File: src/spmg_pkg.sv
// Package for the passthrough gate: item and result types, codes, constants
// and the open and close byte sequences.
// No dependencies.
`default_nettype none

package spmg_pkg;

  localparam logic [4:0] OPEN_LEN     = 5'd19;
  localparam logic [4:0] CLOSE_LEN    = 5'd22;
  localparam logic [2:0] SETTLE_TICKS = 3'd5;

  typedef enum logic [1:0] {
    KIND_BYTE   = 2'd0,
    KIND_UNLOCK = 2'd1,
    KIND_TICK   = 2'd2
  } kind_t;

  typedef enum logic [1:0] {
    CODE_NONE   = 2'd0,
    CODE_PACKET = 2'd1,
    CODE_CLOSE  = 2'd2
  } code_t;

  typedef struct packed {
    logic [1:0] kind;
    logic [7:0] data_byte;
    logic       gimbal_found;
    logic       vehicle_armed;
    logic       lock_granted;
  } item_t;

  typedef struct packed {
    logic [1:0] handler_code;
    logic       forward_valid;
    logic [7:0] forward_byte;
    logic       send_ack;
    logic       link_locked;
  } result_t;

  function automatic logic [7:0] open_byte(input logic [4:0] pos);
    case (pos)
      5'd0:    open_byte = 8'hFA;
      5'd1:    open_byte = 8'h0E;
      5'd2:    open_byte = 8'hD2;
      5'd3:    open_byte = "S";
      5'd4:    open_byte = "T";
      5'd5:    open_byte = "O";
      5'd6:    open_byte = "R";
      5'd7:    open_byte = "M";
      5'd8:    open_byte = "3";
      5'd9:    open_byte = "2";
      5'd10:   open_byte = "C";
      5'd11:   open_byte = "O";
      5'd12:   open_byte = "N";
      5'd13:   open_byte = "N";
      5'd14:   open_byte = "E";
      5'd15:   open_byte = "C";
      5'd16:   open_byte = "T";
      5'd17:   open_byte = 8'h33;
      5'd18:   open_byte = 8'h34;
      default: open_byte = 8'h00;
    endcase
  endfunction

  function automatic logic [7:0] close_byte(input logic [4:0] pos);
    case (pos)
      5'd0:    close_byte = 8'hF9;
      5'd1:    close_byte = 8'h11;
      5'd2:    close_byte = 8'hD2;
      5'd3:    close_byte = "S";
      5'd4:    close_byte = "T";
      5'd5:    close_byte = "O";
      5'd6:    close_byte = "R";
      5'd7:    close_byte = "M";
      5'd8:    close_byte = "3";
      5'd9:    close_byte = "2";
      5'd10:   close_byte = "D";
      5'd11:   close_byte = "I";
      5'd12:   close_byte = "S";
      5'd13:   close_byte = "C";
      5'd14:   close_byte = "O";
      5'd15:   close_byte = "N";
      5'd16:   close_byte = "N";
      5'd17:   close_byte = "E";
      5'd18:   close_byte = "C";
      5'd19:   close_byte = "T";
      5'd20:   close_byte = 8'h33;
      5'd21:   close_byte = 8'h34;
      default: close_byte = 8'h00;
    endcase
  endfunction

endpackage

`default_nettype wire

File: src/spmg_step.sv
// Gate state (lock, shared match position, settle count) and the logic that
// turns one item into one result.
// Depends on spmg_pkg.
`default_nettype none

module spmg_step import spmg_pkg::*; (
  input  wire logic    clk,
  input  wire logic    rst,
  input  wire logic    fire,
  input  wire item_t   item,
  input  wire logic    block_when_armed,
  output result_t      res
);

  logic       locked, locked_next;
  logic [4:0] match_pos, match_pos_next;
  logic [2:0] settle_count, settle_count_next;

  logic [4:0] open_start, open_pos;
  logic       open_done;
  logic [4:0] close_start, close_pos;
  logic       close_done;
  logic       fwd;

  // first byte of a sequence restarts the match
  always_comb begin
    open_start = (item.data_byte == open_byte(5'd0)) ? 5'd0 : match_pos;
    if (open_start < OPEN_LEN && item.data_byte == open_byte(open_start)) begin
      open_pos  = open_start + 5'd1;
      open_done = (open_start + 5'd1) == OPEN_LEN;
    end else begin
      open_pos  = 5'd0;
      open_done = 1'b0;
    end
    close_start = (item.data_byte == close_byte(5'd0)) ? 5'd0 : match_pos;
    if (close_start < CLOSE_LEN && item.data_byte == close_byte(close_start)) begin
      close_pos  = close_start + 5'd1;
      close_done = (close_start + 5'd1) == CLOSE_LEN;
    end else begin
      close_pos  = 5'd0;
      close_done = 1'b0;
    end
  end

  always_comb begin
    locked_next       = locked;
    match_pos_next    = match_pos;
    settle_count_next = settle_count;
    res               = '0;
    fwd               = 1'b0;
    case (item.kind)
      KIND_TICK: begin
        if (item.gimbal_found && locked && settle_count != 3'd0) begin
          settle_count_next = settle_count - 3'd1;
          res.send_ack      = (settle_count == 3'd1);
        end
      end
      KIND_BYTE, KIND_UNLOCK: begin
        if (item.gimbal_found) begin
          if (block_when_armed && item.vehicle_armed) begin
            match_pos_next = 5'd0;
            if (locked) begin
              locked_next      = 1'b0;
              res.handler_code = CODE_CLOSE;
            end
          end else if (item.kind == KIND_UNLOCK) begin
            locked_next      = 1'b0;
            res.handler_code = CODE_CLOSE;
          end else if (!locked) begin
            if (open_done && item.lock_granted) begin
              match_pos_next    = 5'd0;
              locked_next       = 1'b1;
              settle_count_next = SETTLE_TICKS;
            end else begin
              match_pos_next = open_pos; // stays at full length without grant
            end
          end else begin
            res.handler_code = CODE_PACKET;
            fwd              = (settle_count == 3'd0);
            if (close_done) begin
              match_pos_next   = 5'd0;
              locked_next      = 1'b0;
              res.handler_code = CODE_CLOSE;
            end else begin
              match_pos_next = close_pos;
            end
          end
        end
      end
      default: ;
    endcase
    res.forward_valid = fwd;
    res.forward_byte  = fwd ? item.data_byte : 8'h00;
    res.link_locked   = locked_next;
  end

  always_ff @(posedge clk) begin
    if (rst) begin
      locked       <= 1'b0;
      match_pos    <= 5'd0;
      settle_count <= 3'd0;
    end else if (fire) begin
      locked       <= locked_next;
      match_pos    <= match_pos_next;
      settle_count <= settle_count_next;
    end
  end

endmodule

`default_nettype wire

File: src/serial_passthrough_magic_gate.sv
// An accepted item passes through the input register and then the result
// register. Throughput: one item per cycle, stalled only by out_stall.
// Synchronous reset clears the valid flags of both stages, the lock, the
// match position, the settle count and block_when_armed.
// Top level of the passthrough gate; depends on spmg_pkg and spmg_step.
`default_nettype none

module serial_passthrough_magic_gate import spmg_pkg::*; (
  input  wire logic       clk,
  input  wire logic       rst,
  input  wire logic       in_valid,
  output logic            in_stall,
  input  wire logic [1:0] kind,
  input  wire logic [7:0] data_byte,
  input  wire logic       gimbal_found,
  input  wire logic       vehicle_armed,
  input  wire logic       lock_granted,
  output logic            out_valid,
  input  wire logic       out_stall,
  output logic [1:0]      handler_code,
  output logic            forward_valid,
  output logic [7:0]      forward_byte,
  output logic            send_ack,
  output logic            link_locked,
  input  wire logic       cfg_valid,
  output logic            cfg_ready,
  input  wire logic       cfg_data
);

  logic    s1_valid;
  item_t   s1_item;
  logic    advance;
  logic    fire;
  logic    block_when_armed;
  result_t res;
  result_t out_res;

  assign advance   = !out_valid || !out_stall;
  assign fire      = s1_valid && advance;
  assign in_stall  = s1_valid && !advance;
  assign cfg_ready = 1'b1;

  always_ff @(posedge clk) begin
    if (rst) begin
      s1_valid         <= 1'b0;
      out_valid        <= 1'b0;
      block_when_armed <= 1'b0;
    end else begin
      if (!in_stall) s1_valid <= in_valid;
      if (advance) out_valid <= s1_valid;
      if (cfg_valid && cfg_ready) block_when_armed <= cfg_data;
    end
  end

  always_ff @(posedge clk) begin
    if (!in_stall) begin
      s1_item.kind          <= kind;
      s1_item.data_byte     <= data_byte;
      s1_item.gimbal_found  <= gimbal_found;
      s1_item.vehicle_armed <= vehicle_armed;
      s1_item.lock_granted  <= lock_granted;
    end
    if (fire) out_res <= res;
  end

  spmg_step u_step (
    .clk              (clk),
    .rst              (rst),
    .fire             (fire),
    .item             (s1_item),
    .block_when_armed (block_when_armed),
    .res              (res)
  );

  assign handler_code  = out_res.handler_code;
  assign forward_valid = out_res.forward_valid;
  assign forward_byte  = out_res.forward_byte;
  assign send_ack      = out_res.send_ack;
  assign link_locked   = out_res.link_locked;

endmodule

`default_nettype wire
File: config.mk
export PLATFORM = sky130hd
export DESIGN_NAME = serial_passthrough_magic_gate
export DESIGN_NICKNAME = d
export VERILOG_FILES = /design/src/spmg_pkg.sv /design/src/spmg_step.sv /design/src/serial_passthrough_magic_gate.sv
export SDC_FILE = /design/constraint.sdc
export NUM_CORES = 1
export LEC_CHECK = 0
export BUFFER_PORTS_ARGS = -buffer_cell sky130_fd_sc_hd__clkbuf_2
export CORE_ASPECT_RATIO = 0.9
export CORE_MARGIN = 4
export CORE_UTILIZATION = 38
export CTS_CLUSTER_DIAMETER = 60
export CTS_CLUSTER_SIZE = 14
export DETAILED_ROUTE_END_ITERATION = 8
export SLEW_MARGIN = 5
export SYNTH_ARGS = -nofsm -noshare
export SYNTH_HDL_FRONTEND = slang
export SYNTH_SLANG_ARGS = --single-unit
File: constraint.sdc
create_clock -name clk -period 4.4 [get_ports clk]
set_input_delay 0.88 -clock clk [delete_from_list [all_inputs] [get_ports clk]]
set_output_delay 0.88 -clock clk [all_outputs]
set_load 0.02 [all_outputs]
==> out/metrics.csv, run 1 <==
stage,metric,value,unit
sta,setup_viol,0,
routing,drc,0,
floorplan,start_util,0.394,
logic_synthesis,postSynthNetCount,382,
power_and_ir_drop,combinationalPowerShare,0.086,
logic_synthesis,synth_largest_area_cell,edfxtp_1,
clocking,cts-resized-gates,0,
clocking,root_buffer,clkbuf_8,
logic_synthesis,synth_common_cells,"26 x edfxtp_1, 26 x nand2_1, 24 x a21oi_1, 22 x nor2_1, 19 x inv_1",
sta,grt_setup_unrepaired,no,
floorplan,dieArea,9390,sq um
logic_synthesis,yosys_register_bits,38,
clocking,cts_buffer_depth,2,
power_and_ir_drop,p_total,829,uW
logic_synthesis,synth-simple-area-share,0.258,
worst_hold_path,hold_class,flip-flop to flip-flop,
power_and_ir_drop,p_switching,182,uW
critical_path,critPathArrivalTime,4.23,ns
routing,avgRoutedWirePerCell,18.0,um
routing,vias_per_cell,6.01,
logic_synthesis,synth-xor-area-share,0.0292,
logic_synthesis,syn_area,3000,sq um
floorplan,core_area,7620,sq um
logic_synthesis,syn_inst,347,
placed_design,gp_congestion,0.897,
global_routing,grt.overflow.total,0,
power_and_ir_drop,power_frac_clock,0.430,
logic_synthesis,synth_top_flop_cell,edfxtp_1,
logic_synthesis,yosys.area.top_type_share,0.260,
logic_synthesis,avgSynthCellArea,8.65,sq um
clocking,htree_levels,2,
clocking,cts_sinks,38,
critical_path,r2r-start,s1_item[5]$_DFFE_PN_,
clocking,cts_tree,done,
worst_hold_path,min_to,block_when_armed$_SDFFE_PP0P_,
placed_design,placedCellCount,464,
floorplan,ioPinCount,35,
global_routing,grt_usage,0.183,
job,cap_viol_max_count,0,
global_routing,grt_pass1_wl,13700,um
logic_synthesis,synth.top_cells.by_area,"edfxtp_1 26%, dfxtp_1 8.0%, ha_1 6.7%",
critical_path,cp.required,4.60,ns
sta,tns,0,ns
floorplan,die_h,92.3,um
routing,postRouteAntennaNets,0,
run_status,status,"complete, no violations",
power_and_ir_drop,ir_worst_vdd,0.178,mV
sta,fin_crit_sh,0.918,
critical_path,critical_path.endpoint_type,flip-flop,
clocking,post_cts_buffers,0,
global_routing,antenna_found_initial,0,
sta,max_slew_margin,0.279,
clocking,clkLatencyLatePin,0.29,ns
power_and_ir_drop,p_sw_frac,0.219,
routing,wirelength,8490,um
final_layout,final_nets,410,
logic_synthesis,synth.area.mux_share,0.0204,
global_routing,grt_max_degree,29,
power_and_ir_drop,internal-power,647,uW
logic_synthesis,synth_cell_types,62,
power_and_ir_drop,power.leakage,1.35,nW
floorplan,die_w,102,um
clocking,clk_pin_slew,0.08,ns
sta,timing.fmax,248,MHz
final_layout,stdcell_count,472,
final_layout,drive_above_1_share,0.146,
critical_path,reg2reg_to,u_step.match_pos[3]$_SDFFE_PP0P_,
logic_synthesis,synth_edf_count,26,
worst_hold_path,hold_depth,2,
critical_path,reg2regPathDepth,13,
routing,drtIter0Drc,255,
final_layout,antennaDiodeCount,0,
sta,worst_slew_pin_slew,1.08,ns
worst_hold_path,hp-start,block_when_armed$_SDFFE_PP0P_,
logic_synthesis,ys_seq_area_frac,0.340,
critical_path,worstSetupStartpointType,flip-flop,
sta,whs,0.502,ns
sta,fin_crit,4.04,ns
global_routing,grt_pass1_vias,2710,
critical_path,r2r_setup_slack,0.36,ns
logic_synthesis,synthArstFlopShare,0,
logic_synthesis,synth_top_family_by_area,simple AND/OR/NAND/NOR gates,
sta,finalMaxSlewViolations,0,
placed_design,hpwl,6170,um
sta,hold_viol_final,0,
logic_synthesis,synthAdderAreaFrac,0.0667,
routing,dr.pass1.iters,5,
floorplan,num_rows,30,
placed_design,portBuffers,33,
logic_synthesis,synth-compound-area-share,0.220,
critical_path,worstSetupPathType,flip-flop to flip-flop,
routing,vias,2836,
critical_path,path_max_fanout,6,
clocking,cts_buffers,5,
power_and_ir_drop,pwr_density_cell,244,nW/um^2
sta,skew,0.00919,ns
power_and_ir_drop,power_frac_seq,0.484,
clocking,ctsHoldBuffers,0,
final_layout,synthToLayoutAreaGrowth,13.0,%
logic_synthesis,synth-warning-count,0,
cells by family after synthesis:
logic type      after synthesis
flops                        38
other cells                   1
simple gates                140
compound gates               93
mux                           6
buf+inv                      43
fa+ha+maj                    16
xor+xnor                     10
layout by cell type (no fill, tap or decap), types with 10 or more instances in the layout:
master / Yosys / routed
o21ai_0: 11 / 11
dfxtp_1: 12 / 12
edfxtp_1: 26 / 26
ha_1: 16 / 16
clkbuf_2: 0 / 33
a21oi_1: 24 / 24
buf_4: 3 / 12
nor2_1: 22 / 22
nand2_1: 26 / 26
nor3_1: 12 / 12
nand2b_1: 14 / 14
nand3_1: 10 / 10
inv_1: 19 / 19
per-layer routing:
| layer | track usage | part of all wire | routed length, um |
|---|---|---|---|
| met1 | 0.268 | 0.47 | 4020 |
| met2 | 0.265 | 0.43 | 3670 |
| met3 | 0.0331 | 0.074 | 625 |
| met4 | 0.0676 | 0.020 | 174 |
| met5 | 0 | 0 | 0 |
metrics by stage:
stage,cell area [sq um],setup WS [ns],util
after floorplan,3000,0.848,-
after global placement,3260,0.519,0.427
after detailed placement,3260,0.490,0.427
after CTS,3390,0.426,0.445
after global routing,3390,0.138,0.445
final,3390,0.361,0.445
flip-flops by register name, indices dropped and copies added, names as in the netlist, 2 cells and up:
signal / cells
u_step.settle_count: 3
s1_item: 13
u_step.match_pos: 5
handler_code: 2
forward_byte: 8
area by class of cell:
type                            count  area [sq um]
Sequential cell                    38          1020
Fill cell                         770          4230
Multi-Input combinational cell    266          1790
Clock buffer                        5          68.8
Inverter                           19          71.3
Tap cell                           96           120
Timing Repair Buffer               45           255
Clock inverter                      3          68.8
worst max-delay path by stage:
stage / startpoint / to / slack [ns] / depth (start not counted)
after global routing: s1_item[5]$_DFFE_PN_ / u_step.match_pos[2]$_SDFFE_PP0P_ / 0.14 / 13
after CTS: s1_item[5]$_DFFE_PN_ / u_step.match_pos[3]$_SDFFE_PP0P_ / 0.43 / 13
final: s1_item[5]$_DFFE_PN_ / u_step.match_pos[3]$_SDFFE_PP0P_ / 0.36 / 13
after global placement: s1_item[5]$_DFFE_PN_ / u_step.match_pos[3]$_SDFFE_PP0P_ / 0.52 / 13
after detailed placement: s1_item[5]$_DFFE_PN_ / u_step.match_pos[1]$_SDFFE_PP0P_ / 0.49 / 13
after floorplan: s1_item[5]$_DFFE_PN_ / u_step.match_pos[2]$_SDFFE_PP0P_ / 0.85 / 14
power groups by stage:
stage	Combinational (mW)	Clock [mW]	Sequential, mW
finish	0.0713	0.356	0.402
global route	0.0770	0.381	0.404
CTS	0.0701	0.363	0.402
detailed placement	0.0698	0	0.410
global placement	0.0707	0	0.409
floorplan	0.0338	0	0.415
worst max-delay path, stage by stage (launching register included):
cell	delay, ns
edfxtp_1	0.43
and4b_1	0.38
nand2_1	0.20
nand2_1	0.21
inv_1	0.12
ha_1	0.25
or4b_1	0.47
o221ai_1	0.10
mux2i_1	0.10
or3b_1	0.39
or4b_1	0.53
nor2_1	0.32
a22oi_1	0.14
a211oi_1	0.30
(Power assumes the default switching activity.)
==> run 2: changes to the inputs <==
Settings changed: PLACE_DENSITY_LB_ADDON from default to 0.15.
==> run 2 against run 1 <==
- clock power shrank 29%
- register-to-register slack is essentially flat
- total power shrank 13%
- final cell count is the same
- design area shrank 1.4%
- largest cell class unchanged
- highest routed layer unchanged
- worst setup slack lost 0.0059 ns
- sequential share of layout area grew 0.42 points
- critical path depth is the same
- utilization shrank 0.61 points
- via count shrank 1.3%
- critical path type unchanged
==> out/metrics.csv, run 2 (synthesis results as in run 1) <==
stage,metric,value,unit
sta,skew,0.00425,ns
worst_hold_path,hold_class,flip-flop to flip-flop,
clocking,cts_buffer_depth,2,
final_layout,most-common-layout-cells,"33 x clkbuf_2, 26 x nand2_1, 26 x edfxtp_1, 24 x a21oi_1, 22 x nor2_1",
global_routing,grt_usage,0.187,
worst_hold_path,hp-start,block_when_armed$_SDFFE_PP0P_,
clocking,ctsHoldBuffers,0,
sta,max_slew_margin,0.349,
critical_path,reg2reg_to,u_step.match_pos[4]$_SDFFE_PP0P_,
clocking,root_buffer,clkbuf_8,
critical_path,r2r_setup_slack,0.35,ns
placed_design,hpwl,6140,um
placed_design,placedCellCount,464,
clocking,htree_levels,2,
clocking,cts_sinks,38,
worst_hold_path,hold_depth,2,
critical_path,cp_cell_sequence,"and4b_1, nand2_1, nand2_1, inv_1, ha_1, or4b_1, o221ai_1, mux2i_1, or3b_1, or4b_1, nor2_1, a21boi_0, a221oi_1",
routing,avgRoutedWirePerCell,18.3,um
final_layout,fin_util,0.439,
sta,finalMaxSlewViolations,0,
critical_path,critPathArrivalTime,4.23,ns
power_and_ir_drop,p_total,725,uW
sta,grt_setup_unrepaired,no,
floorplan,ioPinCount,35,
placed_design,dpl_cell_area,3260,sq um
clocking,clkLatencyLatePin,0.29,ns
critical_path,crit_buf_inv,1,
critical_path,critical_path.endpoint_type,flip-flop,
clocking,cts-resized-gates,0,
run_status,status,"complete, no violations",
final_layout,fill_cells,758,
final_layout,antennaDiodeCount,0,
sta,tns,0,ns
sta,setup_viol,0,
global_routing,grt_max_degree,33,
clocking,post_cts_buffers,0,
clocking,cts_buffers,5,
critical_path,path_delay_family,simple AND/OR/NAND/NOR gates,
critical_path,cp.required,4.58,ns
placed_design,gp_congestion,0.901,
critical_path,worstSetupStartpointType,flip-flop,
floorplan,core_area,7620,sq um
final_layout,stdcell_count,472,
final_layout,drive_above_1_share,0.144,
worst_hold_path,min_to,block_when_armed$_SDFFE_PP0P_,
sta,fin_crit_sh,0.919,
floorplan,die_h,92.3,um
routing,drtIter0Drc,285,
job,cap_viol_max_count,0,
sta,worst_slew_pin_slew,0.975,ns
global_routing,antenna_found_initial,0,
routing,postRouteAntennaNets,0,
power_and_ir_drop,pwr_density_cell,216,nW/um^2
final_layout,layout_commonest_cell,clkbuf_2,
sta,timing.fmax,247,MHz
power_and_ir_drop,ir_worst_vdd,0.171,mV
critical_path,critPathSlowestCell,or4b_1,
floorplan,start_util,0.394,
critical_path,path_max_fanout,6,
critical_path,r2r-start,s1_item[5]$_DFFE_PN_,
clocking,clk_pin_slew,0.07,ns
critical_path,reg2regPathDepth,13,
clocking,cts_tree,done,
final_layout,synthToLayoutAreaGrowth,11.5,%
critical_path,worstSetupPathType,flip-flop to flip-flop,
power_and_ir_drop,power.leakage,1.33,nW
global_routing,grt.overflow.total,0,
floorplan,num_rows,30,
floorplan,die_w,102,um
floorplan,dieArea,9390,sq um
final_layout,largest_reg_flops,13,
final_layout,final_nets,410,
routing,vias,2800,
sta,hold_viol_final,0,
global_routing,grt_pass1_vias,2660,
routing,wirelength,8640,um
placed_design,portBuffers,33,
routing,dr.pass1.iters,5,
final_layout,finish.instance_area,3350,sq um
sta,fin_crit,4.05,ns
routing,drc,0,
final_layout,top_register,s1_item,
routing,vias_per_cell,5.93,
critical_path,max_stage_delay,0.52,ns
global_routing,grt_pass1_wl,13900,um
[run 2: cell types whose count changed in the layout (fill, tap and decap cells not counted)]
| cell | before | now |
|---|---|---|
| bufinv_16 | 2 | 0 |
| clkbuf_1 | 0 | 1 |
| clkbuf_8 | 5 | 6 |
| clkinv_2 | 0 | 1 |
| clkinv_4 | 1 | 0 |
[run 2: final cells by class]
| type | count | area [sq um] | area share |
|---|---|---|---|
| Clock buffer | 7 | 86.3 | 0.0258 |
| Clock inverter | 1 | 5.00 | 0.00149 |
| Inverter | 19 | 71.3 | 0.0213 |
| Multi-Input combinational cell | 266 | 1790 | 0.534 |
| Tap cell | 96 | 120 | 0.0359 |
| Timing Repair Buffer | 45 | 255 | 0.0762 |
| Sequential cell | 38 | 1020 | 0.305 |
[run 2: where the power goes]
group          switching [mW]  total [mW]  internal, mW  leakage [nW]
sequential            0.00754       0.402         0.394         0.360
clock                   0.124       0.251         0.127        0.0482
combinational          0.0462      0.0722        0.0260         0.924
total                   0.178       0.725         0.547          1.33
[run 2: worst reg2reg max path, cell delays in order, from the launching register on]
cell and delay [ns]:
edfxtp_1 0.43, and4b_1 0.38, nand2_1 0.21, nand2_1 0.21
inv_1 0.12, ha_1 0.24, or4b_1 0.47, o221ai_1 0.10
mux2i_1 0.10, or3b_1 0.40, or4b_1 0.52, nor2_1 0.29
a21boi_0 0.14, a221oi_1 0.33
[run 2: routing by layer]
layer | share of wire | vias to the layer above | GRT usage
li1 | - | 1340 | -
met1 | 0.48 | 1304 | 0.285
met2 | 0.43 | 134 | 0.265
met3 | 0.071 | 22 | 0.0324
met4 | 0.019 | 0 | 0.0587
met5 | 0 | - | 0
[run 2: worst max path at each step]
stage / from / endpoint / slack, ns / cells after the start
after floorplan: s1_item[5]$_DFFE_PN_ / u_step.match_pos[2]$_SDFFE_PP0P_ / 0.85 / 14
after global placement: s1_item[5]$_DFFE_PN_ / u_step.match_pos[4]$_SDFFE_PP0P_ / 0.50 / 13
after detailed placement: s1_item[5]$_DFFE_PN_ / u_step.match_pos[4]$_SDFFE_PP0P_ / 0.42 / 13
after CTS: s1_item[5]$_DFFE_PN_ / u_step.match_pos[4]$_SDFFE_PP0P_ / 0.40 / 13
after global routing: s1_item[5]$_DFFE_PN_ / u_step.match_pos[4]$_SDFFE_PP0P_ / 0.15 / 13
final: s1_item[5]$_DFFE_PN_ / u_step.match_pos[4]$_SDFFE_PP0P_ / 0.35 / 13
[run 2: metrics by stage]
step | hold slack [ns] | worst slack (ns)
finish | 0.496 | 0.355
global route | 0.540 | 0.152
CTS | 0.504 | 0.396
detailed placement | 0.484 | 0.419
global placement | 0.479 | 0.496
floorplan | 0.459 | 0.848
==> run 3: changes to the inputs <==
Settings changed: ABC_AREA from default to 1, CTS_CLUSTER_SIZE 14 to 20, PLACE_DENSITY from default to 0.6, PLACE_DENSITY_LB_ADDON 0.15 to default.
==> run 3 against run 2 <==
- synthesized cell count is 23% higher
- final cell count up 18%
- non-clock buffer count is 11 lower
- clock power is 4% lower
- critical path depth increased by 7
==> out/metrics.csv, run 3 <==
stage,metric,value,unit
run_status,status,"complete, no violations",
clocking,ctsHoldBuffers,0,
critical_path,worstSetupPathType,flip-flop to flip-flop,
clocking,root_buffer,clkbuf_8,
final_layout,largest_reg_flops,13,
logic_synthesis,synth_top_flop_cell,edfxtp_1,
critical_path,r2r_setup_slack,0.90,ns
routing,vias_per_cell,5.17,
sta,max_slew_margin,0.330,
logic_synthesis,synth_edf_count,26,
global_routing,grt_max_degree,23,
floorplan,start_util,0.398,
logic_synthesis,synth_cell_types,39,
clocking,cts_sinks,38,
clocking,cts_buffer_depth,2,
worst_hold_path,hold_depth,2,
sta,finalMaxSlewViolations,0,
final_layout,layout_commonest_cell,nand2_1,
job,cap_viol_max_count,0,
logic_synthesis,ys_seq_area_frac,0.333,
logic_synthesis,synth_common_cells,"123 x nand2_1, 56 x nand3_1, 51 x inv_1, 41 x nor2_1, 26 x edfxtp_1",
critical_path,path_max_fanout,17,
logic_synthesis,synth_largest_area_cell,edfxtp_1,
logic_synthesis,avgSynthCellArea,7.18,sq um
global_routing,grt_pass1_vias,2679,
routing,drtIter0Drc,201,
power_and_ir_drop,power.leakage,1.66,nW
critical_path,cp.required,4.45,ns
critical_path,reg2reg_to,link_locked$_DFFE_PP_,
power_and_ir_drop,ir_worst_vdd,0.161,mV
logic_synthesis,synth_most_common_cell,nand2_1,
critical_path,path_delay_family,simple AND/OR/NAND/NOR gates,
routing,drc,0,
logic_synthesis,synthArstFlopShare,0,
clocking,htree_levels,2,
sta,timing.fmax,286,MHz
logic_synthesis,syn_area,3070,sq um
placed_design,place_ws,0.967,ns
worst_hold_path,min_to,out_valid$_SDFFE_PP0N_,
routing,postRouteAntennaNets,0,
critical_path,cp_cell_sequence,"inv_1, nand2_1, nor2_1, nand2_4, nand2_1, inv_1, ha_1, nand2_1, a21oi_1, nor2_1, nand3_1, nand2_1, nand2_1, nand3_1, nor2_1, nand2_1, nor2_4, nand3_2, nand3_1, nand2_1",
global_routing,antenna_found_initial,0,
clocking,cts-resized-gates,0,
placed_design,portBuffers,33,
floorplan,ioPinCount,35,
logic_synthesis,postSynthNetCount,462,
worst_hold_path,hold_class,flip-flop to flip-flop,
sta,grt_setup_unrepaired,no,
clocking,clk_pin_slew,0.08,ns
global_routing,grt.overflow.total,0,
routing,dr.pass1.iters,4,
floorplan,die_w,103,um
clocking,post_cts_buffers,0,
placed_design,hpwl,6510,um
sta,fin_crit,3.50,ns
routing,vias,2869,
final_layout,top_register,s1_item,
clocking,cts_buffers,5,
critical_path,crit_buf_inv,2,
floorplan,die_h,93.2,um
global_routing,grt_usage,0.181,
critical_path,critPathArrivalTime,3.55,ns
global_routing,met3_usage,0.0291,
clocking,clkLatencyLatePin,0.29,ns
final_layout,synthToLayoutAreaGrowth,10.3,%
sta,fin_crit_sh,0.795,
routing,avgRoutedWirePerCell,14.9,um
sta,hold_viol_final,0,
routing,wirelength,8250,um
floorplan,core_area,7690,sq um
floorplan,num_rows,30,
logic_synthesis,yosys_register_bits,38,
final_layout,antennaDiodeCount,0,
critical_path,path_common_cell,nand2_1,
power_and_ir_drop,p_total,717,uW
critical_path,critPathSlowestCell,edfxtp_1,
critical_path,r2r-start,s1_item[4]$_DFFE_PN_,
sta,tns,0,ns
critical_path,worstSetupStartpointType,flip-flop,
sta,worst_slew_pin_slew,1.00,ns
sta,setup_viol,0,
global_routing,met1_usage,0.250,
power_and_ir_drop,pwr_density_cell,212,nW/um^2
global_routing,busiest_layer,met2,
logic_synthesis,synth.top_cells.by_area,"edfxtp_1 25%, nand2_1 15%, nand3_1 9.1%",
critical_path,reg2regPathDepth,20,
worst_hold_path,hp-start,s1_valid$_SDFFE_PP0N_,
logic_synthesis,synth-warning-count,0,
global_routing,grt_pass1_wl,13600,um
logic_synthesis,syn_inst,427,
sta,skew,0.00393,ns
final_layout,most-common-layout-cells,"123 x nand2_1, 56 x nand3_1, 51 x inv_1, 41 x nor2_1, 33 x clkbuf_2",
placed_design,dpl_cell_area,3300,sq um
placed_design,gp_congestion,0.983,
logic_synthesis,yosys.area.top_type_share,0.255,
final_layout,drive_above_1_share,0.172,
global_routing,met2_usage,0.287,
floorplan,dieArea,9570,sq um
clocking,cts_tree,done,
critical_path,critical_path.endpoint_type,flip-flop,
critical_path,max_stage_delay,0.50,ns
final_layout,finish.instance_area,3380,sq um
final_layout,final_nets,493,
sta,post-route-worst-setup-slack,0.902,ns
-- run 3: final cells by class --
class	count	area (sq um)
Tap cell	96	120
Clock buffer	5	68.8
Fill cell	776	4310
Clock inverter	3	16.3
Multi-Input combinational cell	322	1770
Sequential cell	38	1020
Inverter	57	214
Timing Repair Buffer	34	173
-- run 3: metal layers --
layer	vias up	share of wire
met5	-	0
met4	0	0.030
met3	21	0.065
met2	88	0.44
met1	1310	0.46
li1	1450	-
-- run 3: kinds of logic (layout without fill, tap and decap cells) --
logic type / Yosys count / after routing / share of synthesized area
simple gates: 263 / 263 / 0.416
buf+inv: 67 / 99 / 0.0898
flops: 38 / 38 / 0.333
compound gates: 34 / 34 / 0.0718
fa+ha+maj: 16 / 16 / 0.0653
xor+xnor: 7 / 7 / 0.0200
other cells: 1 / 1 / 0.00122
mux: 1 / 1 / 0.00327
-- run 3: worst register-to-register path, stage by stage, from the launching register on --
cell	delay, ns
edfxtp_1	0.50
inv_1	0.24
nand2_1	0.08
nor2_1	0.22
nand2_4	0.20
nand2_1	0.21
inv_1	0.13
ha_1	0.36
nand2_1	0.07
a21oi_1	0.17
nor2_1	0.07
nand3_1	0.10
nand2_1	0.07
nand2_1	0.06
nand3_1	0.07
nor2_1	0.10
nand2_1	0.10
nor2_4	0.23
nand3_2	0.11
nand3_1	0.12
nand2_1	0.07
-- run 3: worst max-delay path by stage --
stage | from | endpoint | slack, ns | depth (start not counted)
global route | s1_item[4]$_DFFE_PN_ | link_locked$_DFFE_PP_ | 0.62 | 20
global placement | s1_item[4]$_DFFE_PN_ | link_locked$_DFFE_PP_ | 0.98 | 20
detailed placement | s1_item[4]$_DFFE_PN_ | link_locked$_DFFE_PP_ | 0.97 | 20
CTS | s1_item[4]$_DFFE_PN_ | link_locked$_DFFE_PP_ | 0.93 | 20
floorplan | out_stall | u_step.settle_count[2]$_SDFFE_PP0P_ | 1.57 | 12
finish | s1_item[4]$_DFFE_PN_ | link_locked$_DFFE_PP_ | 0.90 | 20
-- run 3: report_power, final --
group	internal [mW]	total [mW]	switching, mW	leakage [nW]
clock network	0.109	0.242	0.134	0.0416
logic	0.0223	0.0691	0.0467	1.26
registers	0.395	0.406	0.0115	0.366
-- run 3: through the flow --
| step | cells | hold WS (ns) | utilization |
|---|---|---|---|
| final | 555 | 0.483 | 0.440 |
| after global routing | 555 | 0.503 | 0.440 |
| after CTS | 555 | 0.485 | 0.440 |
| after detailed placement | 547 | 0.474 | 0.428 |
| after global placement | 547 | 0.473 | 0.428 |
| after floorplan | 427 | 0.457 | - |
